**src/hdl/idiv_pkg.sv**
```systemverilog
// ----------------------------------------------------------------------------
// idiv_pkg
// Shared types and constants for the 128-bit integer divider.
// ----------------------------------------------------------------------------
package idiv_pkg;

  // Operand and result width
  localparam int unsigned OPERAND_BITS = 128;
  localparam int unsigned HALF_BITS    = 64;
  // One quotient bit per step
  localparam int unsigned STEPS        = OPERAND_BITS;
  localparam int unsigned CNT_W        = $clog2(STEPS);

  // Operation select carried on the request sideband
  typedef enum logic [1:0] {
    CMD_UQUO = 2'd0,
    CMD_UREM = 2'd1,
    CMD_SQUO = 2'd2,
    CMD_SREM = 2'd3
  } idiv_cmd_e;

  // Controller states
  typedef enum logic [1:0] {
    ST_IDLE,
    ST_RUN,
    ST_FIX,
    ST_OUT
  } idiv_state_e;

  // Controller to datapath
  typedef struct packed {
    logic load;  // capture operands, start a new division
    logic step;  // produce one quotient bit
    logic fix;   // apply sign and zero-divisor rules, fill output register
  } idiv_ctl_t;

  // Datapath to controller
  typedef struct packed {
    logic last_step;  // current step produces the final quotient bit
  } idiv_sts_t;

endpackage

```
**src/hdl/idiv_ctrl.sv**
```systemverilog
// ----------------------------------------------------------------------------
// idiv_ctrl
// Sequencer for the divider: accepts a request, runs the step loop and the
// sign fix-up, holds the result until the downstream side takes it.
// ----------------------------------------------------------------------------
module idiv_ctrl (
  input  logic               clk_i,
  input  logic               rst_ni,
  input  logic               in_valid_i,
  output logic               in_ready_o,
  output logic               out_valid_o,
  input  logic               out_ready_i,
  input  idiv_pkg::idiv_sts_t sts_i,
  output idiv_pkg::idiv_ctl_t ctl_o
);

  idiv_pkg::idiv_state_e state_q, state_d;

  // State register
  always_ff @(posedge clk_i or negedge rst_ni) begin
    if (!rst_ni) begin
      state_q <= idiv_pkg::ST_IDLE;
    end else begin
      state_q <= state_d;
    end
  end

  // Next state
  always_comb begin
    state_d = state_q;
    case (state_q)
      idiv_pkg::ST_IDLE: begin
        if (in_valid_i) state_d = idiv_pkg::ST_RUN;
      end
      idiv_pkg::ST_RUN: begin
        if (sts_i.last_step) state_d = idiv_pkg::ST_FIX;
      end
      idiv_pkg::ST_FIX: begin
        state_d = idiv_pkg::ST_OUT;
      end
      idiv_pkg::ST_OUT: begin
        if (out_ready_i) state_d = idiv_pkg::ST_IDLE;
      end
      default: begin
        state_d = idiv_pkg::ST_IDLE;
      end
    endcase
  end

  // Outputs
  always_comb begin
    in_ready_o  = 1'b0;
    out_valid_o = 1'b0;
    ctl_o       = '0;
    case (state_q)
      idiv_pkg::ST_IDLE: begin
        in_ready_o = 1'b1;
        ctl_o.load = in_valid_i;
      end
      idiv_pkg::ST_RUN: begin
        ctl_o.step = 1'b1;
      end
      idiv_pkg::ST_FIX: begin
        ctl_o.fix = 1'b1;
      end
      idiv_pkg::ST_OUT: begin
        out_valid_o = 1'b1;
      end
      default: begin
        in_ready_o = 1'b0;
      end
    endcase
  end

endmodule

```
**src/hdl/idiv_dp.sv**
```systemverilog
// ----------------------------------------------------------------------------
// idiv_dp
// Datapath for the divider: magnitude capture, restoring shift-subtract
// loop with one quotient bit per step, sign fix-up and output register.
// ----------------------------------------------------------------------------
module idiv_dp (
  input  logic                                clk_i,
  input  logic                                rst_ni,
  input  idiv_pkg::idiv_ctl_t                 ctl_i,
  output idiv_pkg::idiv_sts_t                 sts_o,
  input  logic [1:0]                          command_i,
  input  logic [idiv_pkg::OPERAND_BITS-1:0]   dividend_i,
  input  logic [idiv_pkg::OPERAND_BITS-1:0]   divisor_i,
  output logic [idiv_pkg::OPERAND_BITS-1:0]   result_o
);

  localparam int unsigned W = idiv_pkg::OPERAND_BITS;

  logic [W-1:0]                 rem_q, rem_d;
  logic [W-1:0]                 quo_q, quo_d;   // dividend shifts out, quotient in
  logic [W-1:0]                 div_q, div_d;
  logic [W-1:0]                 res_q, res_d;
  logic [idiv_pkg::CNT_W-1:0]   cnt_q, cnt_d;
  logic                         neg_quo_q, neg_quo_d;
  logic                         neg_rem_q, neg_rem_d;
  logic                         want_rem_q, want_rem_d;
  logic                         div_zero_q, div_zero_d;

  logic                         is_signed;
  logic                         a_neg, b_neg;
  logic [W+1:0]                 trial;
  logic [W:0]                   rem_shift;
  logic [W-1:0]                 pick;

  // Decode the operation
  assign is_signed = (command_i == idiv_pkg::CMD_SQUO) || (command_i == idiv_pkg::CMD_SREM);
  assign a_neg     = is_signed && dividend_i[W-1];
  assign b_neg     = is_signed && divisor_i[W-1];

  // Trial subtraction of one step; the shifted remainder needs one extra bit
  assign rem_shift = {rem_q, quo_q[W-1]};
  assign trial     = {1'b0, rem_shift} - {2'b00, div_q};

  // Select the requested value before the sign fix
  assign pick = want_rem_q ? rem_q : quo_q;

  always_comb begin
    rem_d      = rem_q;
    quo_d      = quo_q;
    div_d      = div_q;
    res_d      = res_q;
    cnt_d      = cnt_q;
    neg_quo_d  = neg_quo_q;
    neg_rem_d  = neg_rem_q;
    want_rem_d = want_rem_q;
    div_zero_d = div_zero_q;
    if (ctl_i.load) begin
      // Capture magnitudes and sign rules
      rem_d      = '0;
      quo_d      = a_neg ? (~dividend_i + W'(1)) : dividend_i;
      div_d      = b_neg ? (~divisor_i + W'(1)) : divisor_i;
      cnt_d      = '0;
      neg_quo_d  = a_neg ^ b_neg;
      neg_rem_d  = a_neg;
      want_rem_d = (command_i == idiv_pkg::CMD_UREM) || (command_i == idiv_pkg::CMD_SREM);
      div_zero_d = (divisor_i == '0);
    end else if (ctl_i.step) begin
      // Keep the difference only when it does not go negative
      if (!trial[W+1]) begin
        rem_d = trial[W-1:0];
      end else begin
        rem_d = rem_shift[W-1:0];
      end
      quo_d = {quo_q[W-2:0], ~trial[W+1]};
      cnt_d = cnt_q + idiv_pkg::CNT_W'(1);
    end else if (ctl_i.fix) begin
      // Zero divisor gives zero; otherwise apply the sign
      if (div_zero_q) begin
        res_d = '0;
      end else if (want_rem_q ? neg_rem_q : neg_quo_q) begin
        res_d = ~pick + W'(1);
      end else begin
        res_d = pick;
      end
    end
  end

  // Control-side registers
  always_ff @(posedge clk_i or negedge rst_ni) begin
    if (!rst_ni) begin
      cnt_q <= '0;
    end else begin
      cnt_q <= cnt_d;
    end
  end

  // Payload registers
  always_ff @(posedge clk_i) begin
    rem_q      <= rem_d;
    quo_q      <= quo_d;
    div_q      <= div_d;
    res_q      <= res_d;
    neg_quo_q  <= neg_quo_d;
    neg_rem_q  <= neg_rem_d;
    want_rem_q <= want_rem_d;
    div_zero_q <= div_zero_d;
  end

  assign sts_o.last_step = (cnt_q == idiv_pkg::CNT_W'(idiv_pkg::STEPS - 1));
  assign result_o        = res_q;

endmodule

```
**src/hdl/int128_divider_top.sv**
```systemverilog
// ----------------------------------------------------------------------------
// int128_divider_top
// 128-bit integer divider with unsigned/signed quotient and remainder.
//
// Usage:
//   Requests enter on the s_axis channel: tdata carries the dividend and
//   divisor, tuser the operation (unsigned quotient, unsigned remainder,
//   signed quotient, signed remainder). Results leave on m_axis as one
//   128-bit word. Division by zero returns zero; a signed quotient is
//   negated when the operand signs differ, a signed remainder follows the
//   dividend sign, and the most negative value divided by -1 wraps.
//   One request is processed at a time: s_axis_tready is high only while
//   the block is idle. After acceptance the shift-subtract loop produces one
//   quotient bit per cycle through one 130-bit subtractor, then a sign
//   fix-up step fills the output register and the result is valid. A new
//   request is taken only once the block is idle again. If the receiver
//   stalls, the result is held in the output register and no new request is
//   taken until it is consumed. Reset returns the controller to idle and
//   drops any request in flight.
// ----------------------------------------------------------------------------
module int128_divider_top (
  input  logic         clk_i,
  input  logic         rst_ni,
  // dividend_lo[63:0], dividend_hi[127:64], divisor_lo[191:128], divisor_hi[255:192]
  input  logic [255:0] s_axis_tdata,
  // command[1:0]
  input  logic [1:0]   s_axis_tuser,
  input  logic         s_axis_tvalid,
  output logic         s_axis_tready,
  // result_lo[63:0], result_hi[127:64]
  output logic [127:0] m_axis_tdata,
  output logic         m_axis_tvalid,
  input  logic         m_axis_tready
);

  idiv_pkg::idiv_ctl_t ctl;
  idiv_pkg::idiv_sts_t sts;

  // Sequencer
  idiv_ctrl u_ctrl (
    .clk_i       (clk_i),
    .rst_ni      (rst_ni),
    .in_valid_i  (s_axis_tvalid),
    .in_ready_o  (s_axis_tready),
    .out_valid_o (m_axis_tvalid),
    .out_ready_i (m_axis_tready),
    .sts_i       (sts),
    .ctl_o       (ctl)
  );

  // Datapath
  idiv_dp u_dp (
    .clk_i      (clk_i),
    .rst_ni     (rst_ni),
    .ctl_i      (ctl),
    .sts_o      (sts),
    .command_i  (s_axis_tuser),
    .dividend_i (s_axis_tdata[127:0]),
    .divisor_i  (s_axis_tdata[255:128]),
    .result_o   (m_axis_tdata)
  );

endmodule
```
**config.mk**
```make
export PLATFORM = sky130hd
export DESIGN_NAME = int128_divider_top
export DESIGN_NICKNAME = d
export VERILOG_FILES = /design/src/hdl/idiv_pkg.sv /design/src/hdl/idiv_ctrl.sv /design/src/hdl/idiv_dp.sv /design/src/hdl/int128_divider_top.sv
export SDC_FILE = /design/constraint.sdc
export NUM_CORES = 2
export LEC_CHECK = 0
export BUFFER_PORTS_ARGS = -buffer_cell sky130_fd_sc_hd__buf_2
export CORE_AREA = 4 4 288 290
export DETAILED_ROUTE_END_ITERATION = 16
export DIE_AREA = 0 0 292 294
export PLACE_DENSITY = 0.66
export SYNTH_ARGS = -nofsm -noshare
export SYNTH_HDL_FRONTEND = slang
export SYNTH_SLANG_ARGS = --single-unit
```
**constraint.sdc**
```tcl
create_clock -name clk_i -period 7.3 [get_ports clk_i]
set_input_delay 1.095 -clock clk_i [delete_from_list [all_inputs] [get_ports clk_i]]
set_output_delay 1.095 -clock clk_i [all_outputs]
set_load 0.01 [all_outputs]
```
# Yosys cells after proc, flatten, opt, wreduce, memory -nomap -nowiden
# Index checks and enable logic that the tools add are counted.
# W data, S select, Z words.
[op_classes]
add_sub_neg = 5
n_eq_ne = 10
n_mux = 19
n_bitwise = 7
reduce_logical = 9
[ops]
columns = ["cell", "n"]
rows = [
  ["$mux W128", 7],
  ["$add A128 B1 Y128 const B", 3],
  ["$not A128 Y128", 3],
  ["$sub A129 B128 Y130", 1],
  ["$logic_not A128 Y1", 1],
  ["$mux W7", 2],
  ["$eq A2 B2 Y1 const B", 4],
  ["$pmux W2 S4", 1],
  ["$add A7 B1 Y7 const B", 1],
  ["$eq A7 B7 Y1 const B", 1],
  ["$mux W1", 6],
  ["$mux W2", 3],
  ["$ne A2 B2 Y1 const B", 3],
  ["$reduce_and A3 Y1", 2],
  ["$eq A2 B1 Y1 const B", 2],
  ["$not A1 Y1", 3],
  ["$logic_and A1 B1 Y1", 2],
  ["$logic_not A2 Y1", 1],
  ["$logic_or A1 B1 Y1", 2],
  ["$reduce_bool A2 Y1", 1],
  ["$xor A1 B1 Y1", 1],
]
[word_totals]
reg_bits = 525
inputBits = 262
out_inout_bits = 130
wordCells = 60

# Depth between registers and ports, before layout
[depth]
word_depth = 5
ltp_mapped = 27
depth_no_buf = 15

# Hierarchy
# A second synthesis with hierarchy kept.
[unflattened]
cells_unflattened = 4821
hier_area_um2 = 39999.6
[by_module_without_submodules]
columns = ["module", "n_inst", "cells_per_inst", "area_per_inst_um2", "seq_area_each_um2"]
rows = [
  ["idiv_dp", 1, 4805, 39839.5, 14388.8],
  ["idiv_ctrl", 1, 16, 160.2, 50.0],
]

# Least setup slack after synthesis
# OpenSTA, ideal clock, no wires.
[synth_path]
path_kind = "register -> register"
startpoint = "register u_dp.want_rem_q"
endpoint = "register u_dp.res_q[112] (netlist: u_dp.result_o[112]), data pin"
setup_ns = 0.147
arrival_ns = 6.274
t_required_ns = 7.153
slack_ns = 0.879
path_stages_with_launch = 27
path_buffers = 14
synth_period_minus_slack_ns = 6.421
path_cell_list = "edfxtp_1 buf_2 buf_2 buf_2 buf_2 buf_2 buf_2 buf_2 buf_2 buf_2 buf_2 buf_2 buf_2 buf_2 mux2i_1 ha_1 o221ai_1 nor2_1 nand2_1 or3_1 clkbuf_1 or4_1 o31ai_1 o21ai_0 a21o_1 or3_1 a21oi_1"
[synth_between]
elab_chain_cells = 4
elab_cells_between_ends = 5
cone_classes = "add/sub: 1; mux: 3; bitwise: 1"
[synth_rtl]
columns = ["item", "line", "rtl"]
rows = [
  ["from (decl)", "idiv_dp.sv:26", "logic want_rem_q, want_rem_d;"],
  ["from (signal assigned)", "idiv_dp.sv:105", "want_rem_q <= want_rem_d;"],
  ["$mux W128", "idiv_dp.sv:45", "assign pick = want_rem_q ? rem_q : quo_q;"],
  ["$not A128 Y128", "idiv_dp.sv:81", "res_d = ~pick + W'(1);"],
  ["$add A128 B1 Y128", "idiv_dp.sv:81", ""],
  ["$mux W128 *", "idiv_dp.sv:80", "end else if (want_rem_q ? neg_rem_q : neg_quo_q) begin"],
  ["to (signal assigned)", "idiv_dp.sv:102", "res_q <= res_d;"],
  ["to (decl)", "idiv_dp.sv:22", "logic [W-1:0] res_q, res_d;"],
]
# Mark *: on every way between the ends. The rest lies on a longest branch, timed or not.
# A chain may end at the register's enable or synchronous reset.

# Final worst setup path
[layout_path]
startpoint = "register u_dp.want_rem_q"
endpoint = "register u_dp.res_q[127] (netlist: u_dp.result_o[127]), data pin"
# Same word-level chain as after synthesis.

==> flow_metrics.env <==
export IMPL_grt_max_degree=220
export IMPL_num_rows=104
export IMPL_power_ir_vdd_worst_v=0.000281
export IMPL_syn_to_final_growth_pct=11.2
export IMPL_r2r_start="u_dp.want_rem_q"
export IMPL_core_area_um2=80300
export IMPL_place_congestion=1.02
export IMPL_dieWidth_um=292
export IMPL_htreeDepth=2
export IMPL_antenna_found_initial=7
export IMPL_fmax_mhz=174
export IMPL_ios=392
export IMPL_initial_core_util=0.498
export IMPL_critical_path_max_stage_delay_ps=980
export IMPL_synth_edf_count=388
export IMPL_ys_flop_type="edfxtp_1"
export IMPL_path_cells="buf_4, a21oi_1, nor4_2, nand4bb_1, or4_1, nor3_1, nand3_1, or4_1, nor2_1, a31oi_1, xor2_1, nor2_1"
export IMPL_cp_arrival_ps=6100
export IMPL_yosysTopAreaCell="edfxtp_1"
export IMPL_drt_first_pass_iters=6
export IMPL_via_per_inst=6.14
export IMPL_power_density_nw_per_um2=473
export IMPL_synth_fp_nets=5259
export IMPL_seq_area_frac_synth=0.361
export IMPL_cp_start_kind="flop"
export IMPL_finalWorstSetupSlack_ps=1560
export IMPL_remaining_drc_errors=0
export IMPL_netlist_area_leader_share=0.291
export IMPL_synth_warnings=0
export IMPL_max_slew_worst_pin_slew_ps=1050
export IMPL_dieArea_um2=85800
export IMPL_hold_class="in2async"
export IMPL_cts_resized=0
export IMPL_grt_ovfl_total=0
export IMPL_wl_per_cell_um=22.8
export IMPL_slew_viol_final=0
export IMPL_ctsHoldBuffers=0
export IMPL_syn_area_um2=40000
export IMPL_syn_instance_count=4860
export IMPL_stdcell_area_um2=44500
export IMPL_fin_worst_skew_ps=44.6
export IMPL_grt_pass1_wl_um=209000
export IMPL_critPathSlowestCell="edfxtp_1"
export IMPL_clockRootBuffer="clkbuf_16"
export IMPL_setup_viol=0
export IMPL_cts_tree="done"
export IMPL_cp_top_family="simple AND/OR/NAND/NOR gates"
export IMPL_cp_data_required_time_ps=7660
export IMPL_die_h_um=294
export IMPL_hold_violations=0
export IMPL_cts_buffer_depth=3
export IMPL_ys_ff_latch=525
export IMPL_numCtsBuffers=57
export IMPL_critPathKind="reg2reg"
export IMPL_routed_wl_um=141000
export IMPL_nFillCells=7704
export IMPL_clk_pin_slew_ps=60
export IMPL_synth_distinct_cells=86
export IMPL_place_hpwl_um=111000
export IMPL_final_cells=6188
export IMPL_async_flop_share=0.0171
export IMPL_crit_buf_inv=1
export IMPL_status="finished, final reports clean"
export IMPL_setup_tns_ps=0
export IMPL_num_vias=38000
export IMPL_place_area_um2=42600
export IMPL_setup_worst_path_end_class="flop"
export IMPL_crit_fanout=49
export IMPL_nets=5473
export IMPL_drive_gt1_frac=0.116
export IMPL_yosysMostFrequentCell="nor2_1"
export IMPL_ant_nets=0
export IMPL_io_buffers=391
export IMPL_post_place_ws_ps=1460
export IMPL_multi_input_area_um2=23800
export IMPL_clk_insertion_delay_late_ps=650
export IMPL_cap_violations=0
export IMPL_final_min_clock_period_ps=5740
export IMPL_post_place_cells=6075
export IMPL_synthTopCellsByArea="edfxtp_1 29%, dfxtp_1 6.4%, nor2_1 5.8%"
export IMPL_leakagePower_nw=17.3
export IMPL_fin_util=0.554
export IMPL_synth_common_cells="616 x nor2_1, 456 x a21oi_1, 446 x nand2_1"
export IMPL_grt_use_total=0.312
export IMPL_cts_sinks=525
export IMPL_first_iter_violations=4499
export IMPL_max_slew_margin=0.302
export IMPL_first_global_vias=34100
export IMPL_seqCellArea_um2=14400
export IMPL_rsz0062_at_grt="false"
export IMPL_cp_startpoint="u_dp.want_rem_q"
export IMPL_min_period_over_period=0.786
export IMPL_cts_setup_buffers=0
export IMPL_syn_area_per_cell_um2=8.23
## through the flow
step | hold WS, ps | total power [mW]
2_1_floorplan | 469 | 13.9
3_3_place_gp | 534 | 17.6
3_5_place_dp | 554 | 17.6
4_1_cts | 269 | 20.6
5_1_grt | 291 | 22.4
6_report | 292 | 21.0
## cell type report
class,count,share of cell area
clock buffer,72,0.0346
timing repair buffer,419,0.0499
inverter,204,0.0174
clock inverter,36,0.00802
tap,1060,0.0298
multi-input combinational,3867,0.535
antenna,5,0.000281
sequential,525,0.325
## final timing paths
path                                 endpoint  slack [ps]  depth (start not counted)
max                        u_dp.result_o[127]        1560                         12
min                             u_dp.cnt_q[6]         290                          1
max reg2reg                u_dp.result_o[127]        1560                         12
min reg2reg                     u_dp.cnt_q[1]         560                          2
max in group asynchronous       u_dp.cnt_q[3]        6810                          1
min in group clk_i              u_dp.cnt_q[1]         560                          2
## layer usage
metal  vias up  track usage  part of all wire
met3       182       0.0789              0.13
met4         0       0.0778             0.024
met5         -            0                 0
met2      2052        0.410              0.38
li1      18000            -                 -
met1     17800        0.501              0.47
## sequential cells by signal (all words and copies together) (netlist names), 2 cells and up
signal and cells:
u_dp.div_q 128, u_ctrl.state_q 2, u_dp.result_o 128, u_dp.quo_q 128, u_dp.cnt_q 7, u_dp.rem_q 128
## cells in the final DEF, fill, tap and decap left out, types with 30 or more instances in the layout
| cell type | instances |
|---|---|
| a211oi_1 | 66 |
| xor2_1 | 232 |
| a21o_1 | 77 |
| o31ai_1 | 70 |
| nand3_1 | 56 |
| nor2_1 | 616 |
| or2_2 | 30 |
| mux2i_1 | 141 |
| a21oi_1 | 456 |
| dfxtp_1 | 128 |
| o21ai_0 | 414 |
| nand4_1 | 88 |
| nand2b_1 | 37 |
| or3_1 | 66 |
| clkbuf_16 | 59 |
| a31oi_1 | 56 |
| buf_2 | 391 |
| o21bai_1 | 50 |
| edfxtp_1 | 388 |
| nand2_1 | 443 |
| xnor2_1 | 250 |
| ha_1 | 134 |
| nor3_1 | 187 |
| inv_1 | 201 |
| nor4_1 | 57 |
## power breakdown
part           internal [mW]  total [mW]  switching [mW]
Sequential              4.88        6.66            1.78
Clock                   1.68        2.97            1.29
Combinational           4.07        11.4            7.32
## kinds of logic after synthesis
family,after synthesis,share of synthesized area
and+or+nand+nor,1744,0.205
buffers and inverters,468,0.0453
adders and majority gates,137,0.0431
DFF,525,0.361
muxes,159,0.0403
AOI/OAI and AO/OA,1345,0.200
xor gates and xnor gates,482,0.106
## worst reg2reg max path, stage by stage, from the launching register on
cell	delay, ps
edfxtp_1	980
buf_4	650
a21oi_1	220
nor4_2	430
nand4bb_1	280
or4_1	640
nor3_1	440
nand3_1	330
or4_1	670
nor2_1	450
a31oi_1	190
xor2_1	170
nor2_1	50
Note: power is estimated with default switching activity, not from simulation.
